`src/hdl/edge_masked_weighted_median_defines.svh`:
```
// Assertion macros shared by the filter RTL
`ifndef EDGE_MASKED_WEIGHTED_MEDIAN_DEFINES_SVH
`define EDGE_MASKED_WEIGHTED_MEDIAN_DEFINES_SVH

// same-cycle implication, sampled on clk, off during reset
`define EMWM_ASSERT_NOW(lbl, ante, cons, msg) \
  lbl: assert property (@(posedge clk) disable iff (!rst_n) (ante) |-> (cons)) \
    else $error(msg);

// implication with a fixed delay of the pipeline depth
`define EMWM_ASSERT_LAT(lbl, ante, cons, msg) \
  lbl: assert property (@(posedge clk) disable iff (!rst_n) \
    (ante) |-> ##(emwm_pkg::PIPE_LAT) (cons)) else $error(msg);

`endif

```
`src/hdl/emwm_pkg.sv`:
```
package emwm_pkg;

  localparam int PIX_W             = 8;
  localparam int W_W               = 4;
  localparam int NUM_TAPS          = 9;
  localparam int CENTER_TAP        = 4;
  localparam int MAX_CENTER_WEIGHT = 8;
  localparam int CNT_W             = $clog2(NUM_TAPS + MAX_CENTER_WEIGHT);
  localparam int PIPE_LAT          = NUM_TAPS + 1;

  typedef logic [PIX_W-1:0] pix_t;
  typedef logic [W_W-1:0]   wgt_t;
  typedef logic [CNT_W-1:0] cnt_t;

  typedef struct packed {
    pix_t [NUM_TAPS-1:0] pix;
    logic                is_edge;
    cnt_t [NUM_TAPS-1:0] lt;
    cnt_t [NUM_TAPS-1:0] le;
  } stage_t;

endpackage

```
`src/hdl/edge_masked_weighted_median.sv`:
```
// Edge-masked centre-weighted 3x3 median filter.
// Input: drive the nine window pixels and the edge byte with start high; the
// window transfers at the rising edge where start is high and busy is low.
// busy never rises, so a new window may transfer in every cycle.
// Output: out_valid is high for one cycle with out_pixel_out and
// out_was_filtered; the receiver takes it at the edge ending that cycle.
// Pipeline: the input transfer passes a register in each rank cell (nine),
// then the selection register, before the output strobe. Throughput: one window per
// clock, set by the nine-cell comparison chain.
// Edge byte nonzero: the centre pixel passes through with out_was_filtered low.
// Configuration: cfg_data (4 bits) transfers when cfg_valid and cfg_ready are
// high; cfg_ready is always high. Weight 0 acts as 1, above 8 saturates to 8.
// Write it only while no window is in flight.
// Reset (synchronous, rst_n low): weight returns to 1 and all in-flight
// windows are dropped. The receiver cannot stall; nothing holds results back.
module edge_masked_weighted_median (
  input  logic                clk,
  input  logic                rst_n,
  input  logic                start,
  output logic                busy,
  input  emwm_pkg::pix_t      in_top_left,
  input  emwm_pkg::pix_t      in_top_mid,
  input  emwm_pkg::pix_t      in_top_right,
  input  emwm_pkg::pix_t      in_mid_left,
  input  emwm_pkg::pix_t      in_center_pix,
  input  emwm_pkg::pix_t      in_mid_right,
  input  emwm_pkg::pix_t      in_bottom_left,
  input  emwm_pkg::pix_t      in_bottom_mid,
  input  emwm_pkg::pix_t      in_bottom_right,
  input  logic [7:0]          in_edge_value,
  output logic                out_valid,
  output emwm_pkg::pix_t      out_pixel_out,
  output logic                out_was_filtered,
  input  logic                cfg_valid,
  output logic                cfg_ready,
  input  emwm_pkg::wgt_t      cfg_data
);
  import emwm_pkg::*;

`include "edge_masked_weighted_median_defines.svh"

  wgt_t   center_weight_r;
  wgt_t   w_eff;
  cnt_t   rank_sum;
  cnt_t   rank;
  logic   accept;
  stage_t st     [NUM_TAPS+1];
  logic   st_vld [NUM_TAPS+1];

  assign busy      = 1'b0;
  assign cfg_ready = 1'b1;
  assign accept    = start && !busy;

  always_ff @(posedge clk) begin
    if (!rst_n) begin
      center_weight_r <= W_W'(1);
    end else if (cfg_valid && cfg_ready) begin
      center_weight_r <= cfg_data;
    end
  end

  always_comb begin
    w_eff = center_weight_r;
    if (center_weight_r == '0) begin
      w_eff = W_W'(1);
    end else if (center_weight_r > W_W'(MAX_CENTER_WEIGHT)) begin
      w_eff = W_W'(MAX_CENTER_WEIGHT);
    end
  end

  assign rank_sum = CNT_W'(w_eff) + CNT_W'(NUM_TAPS - 1);
  assign rank     = rank_sum >> 1;

  always_comb begin
    st[0]         = '0;
    st[0].pix[0]  = in_top_left;
    st[0].pix[1]  = in_top_mid;
    st[0].pix[2]  = in_top_right;
    st[0].pix[3]  = in_mid_left;
    st[0].pix[4]  = in_center_pix;
    st[0].pix[5]  = in_mid_right;
    st[0].pix[6]  = in_bottom_left;
    st[0].pix[7]  = in_bottom_mid;
    st[0].pix[8]  = in_bottom_right;
    st[0].is_edge = (in_edge_value != 8'd0);
  end

  assign st_vld[0] = accept;

  for (genvar k = 0; k < NUM_TAPS; k++) begin : g_cell
    emwm_rank_cell u_cell (
      .clk       (clk),
      .rst_n     (rst_n),
      .in_vld    (st_vld[k]),
      .in_stage  (st[k]),
      .probe_pix (st[k].pix[k]),
      .probe_wgt ((k == CENTER_TAP) ? w_eff : W_W'(1)),
      .out_vld   (st_vld[k+1]),
      .out_stage (st[k+1])
    );
  end

  emwm_select u_select (
    .clk      (clk),
    .rst_n    (rst_n),
    .in_vld   (st_vld[NUM_TAPS]),
    .in_stage (st[NUM_TAPS]),
    .rank     (rank),
    .out_vld  (out_valid),
    .out_pix  (out_pixel_out),
    .out_filt (out_was_filtered)
  );

  `EMWM_ASSERT_LAT(a_transfer_gives_result, start && !busy, out_valid,
    "accepted window produced no result")
  `EMWM_ASSERT_NOW(a_result_has_source, out_valid, $past(start && !busy, PIPE_LAT),
    "result without an accepted window")
  `EMWM_ASSERT_NOW(a_pass_on_edge, out_valid && !out_was_filtered,
    $past(in_edge_value != 8'd0, PIPE_LAT) && out_pixel_out == $past(in_center_pix, PIPE_LAT),
    "edge window did not pass the centre pixel")

endmodule

```
`src/hdl/emwm_rank_cell.sv`:
```
module emwm_rank_cell (
  input  logic            clk,
  input  logic            rst_n,
  input  logic            in_vld,
  input  emwm_pkg::stage_t in_stage,
  input  emwm_pkg::pix_t  probe_pix,
  input  emwm_pkg::wgt_t  probe_wgt,
  output logic            out_vld,
  output emwm_pkg::stage_t out_stage
);
  import emwm_pkg::*;

  logic   vld_r;
  stage_t stage_r;
  stage_t stage_nxt;

  always_comb begin
    stage_nxt = in_stage;
    for (int i = 0; i < NUM_TAPS; i++) begin
      if (probe_pix < in_stage.pix[i]) begin
        stage_nxt.lt[i] = in_stage.lt[i] + CNT_W'(probe_wgt);
      end
      if (probe_pix <= in_stage.pix[i]) begin
        stage_nxt.le[i] = in_stage.le[i] + CNT_W'(probe_wgt);
      end
    end
  end

  always_ff @(posedge clk) begin
    if (!rst_n) begin
      vld_r <= 1'b0;
    end else begin
      vld_r <= in_vld;
    end
  end

  always_ff @(posedge clk) begin
    stage_r <= stage_nxt;
  end

  assign out_vld   = vld_r;
  assign out_stage = stage_r;

endmodule

```
`src/hdl/emwm_select.sv`:
```
module emwm_select (
  input  logic             clk,
  input  logic             rst_n,
  input  logic             in_vld,
  input  emwm_pkg::stage_t in_stage,
  input  emwm_pkg::cnt_t   rank,
  output logic             out_vld,
  output emwm_pkg::pix_t   out_pix,
  output logic             out_filt
);
  import emwm_pkg::*;

  logic                vld_r;
  pix_t                pix_r;
  pix_t                pix_nxt;
  logic                filt_r;
  logic [NUM_TAPS-1:0] hit;

  always_comb begin
    for (int i = 0; i < NUM_TAPS; i++) begin
      hit[i] = (in_stage.lt[i] <= rank) && (rank < in_stage.le[i]);
    end
  end

  always_comb begin
    pix_nxt = in_stage.pix[CENTER_TAP];
    if (!in_stage.is_edge) begin
      for (int i = NUM_TAPS - 1; i >= 0; i--) begin
        if (hit[i]) begin
          pix_nxt = in_stage.pix[i];
        end
      end
    end
  end

  always_ff @(posedge clk) begin
    if (!rst_n) begin
      vld_r <= 1'b0;
    end else begin
      vld_r <= in_vld;
    end
  end

  always_ff @(posedge clk) begin
    pix_r  <= pix_nxt;
    filt_r <= !in_stage.is_edge;
  end

  assign out_vld  = vld_r;
  assign out_pix  = pix_r;
  assign out_filt = filt_r;

endmodule

```
`config.mk`:
```
export PLATFORM = sky130hd
export DESIGN_NAME = edge_masked_weighted_median
export DESIGN_NICKNAME = d
export VERILOG_FILES = /design/src/hdl/emwm_pkg.sv /design/src/hdl/edge_masked_weighted_median.sv /design/src/hdl/emwm_rank_cell.sv /design/src/hdl/emwm_select.sv
export VERILOG_INCLUDE_DIRS = /design/src /design/src/hdl
export SDC_FILE = /design/constraint.sdc
export NUM_CORES = 2
export LEC_CHECK = 0
export ABC_AREA = 0
export BUFFER_PORTS_ARGS = -buffer_cell sky130_fd_sc_hd__buf_2
export CAP_MARGIN = 20
export CORE_MARGIN = 3
export CORE_UTILIZATION = 55
export CTS_CLUSTER_SIZE = 16
export DETAILED_ROUTE_END_ITERATION = 16
export PLACE_DENSITY = 0.74
export SLEW_MARGIN = 30
export SYNTH_ARGS = -nofsm -noshare
export SYNTH_HDL_FRONTEND = slang
export SYNTH_HIERARCHICAL = 1
export SYNTH_SLANG_ARGS = --single-unit
```
`constraint.sdc`:
```
create_clock -name clk -period 3.7 [get_ports clk]
set_input_delay 0.185 -clock clk [delete_from_list [all_inputs] [get_ports clk]]
set_output_delay 0.185 -clock clk [all_outputs]
set_load 0.01 [all_outputs]
```
==> impl_results.md <==
* Status: completed
* DR vias at about 56,000
* CTS clock-pin slew for the worst setup and hold paths at 60 ps
* Internal power at roughly 43 mW
* Max clock buf depth at 3
* Final min period at about 3400 ps
* Total count of max-transition violations in the final report at 0
* Worst endpoint data arrival time at about 4100 ps
* Number of global-route vias before repair at around 58,000
* Net switching share of the total power at 0.3362
* Final Hold Vio Count at 0
* Sum of overflow across all layers after global routing at 0
* Number of antenna violations at the first check in global routing at 1
* P_leak at ~47 nW
* Number of I/O pins at 100
* Power per Cell Area at 695.8 nW/um^2
* Max-cap violation count at 0
* Top cells by area, synth: sky130_fd_sc_hd__dfxtp_1 (37%), sky130_fd_sc_hd__ha_1 (21%), sky130_fd_sc_hd__mux2_2 (5.5%)
* Crit share post-route at 0.9161
* Largest area contributor in the synthesized netlist: sky130_fd_sc_hd__dfxtp_1
* Number of setup violations in the final report at 0
* Synth Warn # at 6
* Router iterations before antenna repair at 6
* Most common flop cell mapped by yosys: sky130_fd_sc_hd__dfxtp_1
* Number of flops mapped to enable cells by yosys at 0
* Gate count of the mapped netlist at between 7,000 and 8,000
* Source of the worst hold timing path: in_top_right[5]
* CP cell instances: inv_1 -> inv_1 -> ha_1 -> o21ai_0 -> a21oi_1 -> o31ai_1 -> nand3_1 -> nand3_1 -> o31ai_1 -> o31ai_1
* Crit path launch: center_weight_r[3]
* Worst slew slack as a fraction of its limit at 0.3713
* Via density per instance at between 5 and 6
* Setup Skew at approximately 30 ps
* Starting density of the core at 0.5562
* X dimension of the die at between 300 and 400 um
* Critical Path Fanout Max at 21
* CTS root buffer: sky130_fd_sc_hd__clkbuf_16
* Category of the critical setup timing path: flop to flop
* CTS Sinks at about 1,500
* Unrepaired setup endpoints after global routing: false
* Number of register bits inferred by synthesis at approximately 1,500
* Net switching component of the power at about 22 mW
* Post-CTS setup buffers at 0
* Count of nets left with antenna violations after detail routing at 0
* Hold-critical path depth at 2
* All-Layer GR Usage at 0.2561
* Worst-skew pair later-pin latency at 780 ps
* Total DRC errors in the routed layout at 0
* Data required, critical path at ~4400 ps
* CTS H-Tree Depth at 4
* Average routed wire per standard cell at ~18 um
* Biggest cell delay along the critical path at 630 ps
* Post-synthesis to final-layout area growth at 15.07%
* Setup slack of the worst register-to-register path at between 300 and 400 ps
* Input/output buffers at 97
* Worst hold path endpoint: g_cell[0].u_cell/out_stage[112]
* Fraction of registers with async set or reset after synthesis at 0
* Avg Inst Size Synth at 10.56 um^2
* Relative contribution of the clock network to total power at 0.253
* First-pass GRT wire length at slightly above 300,000 um
* Yosys top cell area share at 0.3715
* Reg2Reg Depth at 10
* Combinational power share at 0.371
* Portion of the post-synthesis area used by sequential elements at 0.3715
* Placed wire-length estimate after detailed placement at approximately 150,000 um
* Netlist Area Pre-Place at between 80,000 and 90,000 um^2
* Master of the slowest instance on the critical path: sky130_fd_sc_hd__dfxtp_2
* Worst Setup Slack post-DPL at between 200 and 300 ps
* Die ar. at 150,600 um^2
* Worst IR Drop VDD at ~0.43 mV
* Cell with the most instances on the worst path: sky130_fd_sc_hd__o31ai_1
* Floorplan row count at around 140
* Launch point of the worst reg-to-reg path: center_weight_r[3]
* Final worst setup slack at 310.6 ps
* Number of buffers added by the clock tree synthesis step at between 150 and 200
* Share of cells above drive strength 1 at 0.1175
* CTS tree: done
* Total detailed-routing wirelength at around 190,000 um
* Share of power burned in registers at 0.376
* Setup Total Neg Slack at 0 ps
* Initial detailed-routing violation count at between 2,000 and 3,000
* Critical path startpoint category: flop
* Routability congestion estimate from global placement at 0.8868
* DIE HEIGHT at approximately 390 um
* Pin count of the biggest net entering global routing at 28
* Total number of nets in the final design at 10,340
* Number of fillers in the final layout at about 11,000
* Maximum clock rate at just under 0.3 GHz
* Actual transition at the worst max-transition pin at 939.5 ps
* Hold crit path type: input port to flop
* End of the worst register-to-register path: u_select/out_pix[6]
* Element type at the critical path end: flop
* Count of distinct cell types in the synthesized netlist at 70
* Core box area at ~140,000 um^2
## layout make-up
class,instances,area (um^2),area share
antenna,1,2.502,0.00002709
clock buffer,239,4817,0.05215
clock inverter,44,619.3,0.006704
inverter,1129,4238,0.04587
multi-input combinational,5713,48840,0.5287
sequential,1490,29830,0.3229
tap,1903,2381,0.02577
timing repair buffer,222,1649,0.01785
## logic make-up (layout without fill, tap and decap cells)
kind of cell,after synthesis,after routing,share of synthesized area
xor+xnor,486,486,0.05302
other cells,2,759,0.00009355
buf+inv,1155,1634,0.05567
compound gates,1403,1403,0.1087
flops,1490,1490,0.3715
mux,652,652,0.09069
fa+ha+maj,1539,1539,0.2550
simple gates,875,875,0.06524
## what timing repair did
action | CTS | global route
hold endpoints to repair | 87 | 0
endpoints found under the setup margin | 0 | 2
hold buffers | 90 | 0
gates resized for setup | 0 | 1
## state kept, by name, summed over array words and instances, names as in the netlist
signal,flops
u_select/out_pix,8
u_select/out_filt,1
center_weight_r,4
g_cell.u_cell/out_stage,1467
u_select/out_vld,1
g_cell.u_cell/out_vld,9
## critical path: cells and delay by family, from the launching register on
family / cells / cell delay (ps)
AND/OR/NAND/NOR: 2 / 950
AO/OA/AOI/OAI: 5 / 860
flip-flops: 1 / 630
buffers and inverters: 2 / 510
adder cells (fa/ha/maj): 1 / 330
## metrics by stage
step           cell area [um^2]  hold slack, ps  total power [mW]    util  instances
5_1_grt                   92380           37.70             68.61  0.6399      10740
6_report                  92380           63.57             64.28  0.6400      10740
4_1_cts                   92370           5.648             64.20  0.6399      10740
2_1_floorplan             83120           212.7             41.43       -       8358
3_5_place_dp              86030           302.7             47.48  0.5960      10370
3_3_place_gp              86030           301.4             46.31  0.5960      10370
## placed cells by master (no fill, tap or decap), drive strengths merged, types with 15 or more instances in the layout
cell	Yosys	final
nand2b	76	76
nand4	169	169
o21ai	106	106
xnor2	337	337
o22ai	26	26
a21oi	689	689
nor4	20	20
or2	15	15
buf	23	132
ha	1377	1377
clkbuf	3	239
mux2	486	486
a21o	316	316
nand3	28	28
inv	1128	1134
nor2b	108	108
dfxtp	1490	1490
mux2i	166	166
a211oi	20	20
conb	2	758
nor2	178	178
dlygate4sd3	0	90
o21a	83	83
fa	162	162
and3	15	15
a31oi	16	16
nand2	80	80
o211ai	95	95
nor3	145	145
clkinv	1	26
xor2	149	149
## worst max path at each step
stage / to / depth (start not counted)
detailed placement: u_select/out_pix[7] / 10
global placement: u_select/out_pix[7] / 10
CTS: u_select/out_pix[7] / 10
global route: u_select/out_pix[6] / 10
finish: u_select/out_pix[6] / 10
floorplan: u_select/out_pix[6] / 11
## power groups by stage
| stage | logic, mW | registers [mW] | clock network [mW] |
|---|---|---|---|
| global route | 26.9 | 24.6 | 17.2 |
| CTS | 23.5 | 24.1 | 16.6 |
| detailed placement | 23.1 | 24.4 | 0 |
| global placement | 22.1 | 24.3 | 0 |
| floorplan | 18.5 | 22.9 | 0 |
| finish | 23.8 | 24.2 | 16.3 |
## layer usage
metal	track usage	vias to the layer above	wire length [um]
met5	0	-	0
met4	0.1106	0	8804
met3	0.02892	456	7779
met2	0.4435	1303	91170
met1	0.3223	26370	85310
li1	-	27770	-
## synth_stat cells, types with 7 or more instances
master and number:
sky130_fd_sc_hd__dfxtp_1 1490, sky130_fd_sc_hd__ha_1 1377, sky130_fd_sc_hd__inv_1 1123, sky130_fd_sc_hd__a21oi_1 689, sky130_fd_sc_hd__mux2_2 392, sky130_fd_sc_hd__xnor2_1 337
sky130_fd_sc_hd__a21o_1 316, sky130_fd_sc_hd__nand4_1 169, sky130_fd_sc_hd__mux2i_1 166, sky130_fd_sc_hd__fa_1 162, sky130_fd_sc_hd__xor2_1 149, sky130_fd_sc_hd__nor2_2 132
sky130_fd_sc_hd__nor3_1 126, sky130_fd_sc_hd__nor2b_1 104, sky130_fd_sc_hd__o211ai_1 83, sky130_fd_sc_hd__o21a_1 83, sky130_fd_sc_hd__nand2_1 79, sky130_fd_sc_hd__nand2b_1 76
sky130_fd_sc_hd__o21ai_1 74, sky130_fd_sc_hd__mux2_1 55, sky130_fd_sc_hd__nor2_1 46, sky130_fd_sc_hd__mux2_4 39, sky130_fd_sc_hd__o21ai_0 31, sky130_fd_sc_hd__nand3_1 28
sky130_fd_sc_hd__o22ai_1 26, sky130_fd_sc_hd__nor4_1 20, sky130_fd_sc_hd__a211oi_2 17, sky130_fd_sc_hd__buf_6 16, sky130_fd_sc_hd__a31oi_1 15, sky130_fd_sc_hd__and3_1 15
sky130_fd_sc_hd__nor3_2 15, sky130_fd_sc_hd__or2_1 14, sky130_fd_sc_hd__nor4bb_2 13, sky130_fd_sc_hd__and2_1 12, sky130_fd_sc_hd__o211ai_2 12, sky130_fd_sc_hd__a221oi_1 7
sky130_fd_sc_hd__a31o_2 7, sky130_fd_sc_hd__o221ai_1 7, sky130_fd_sc_hd__o41ai_1 7
Power figures use the tool's default switching activity.
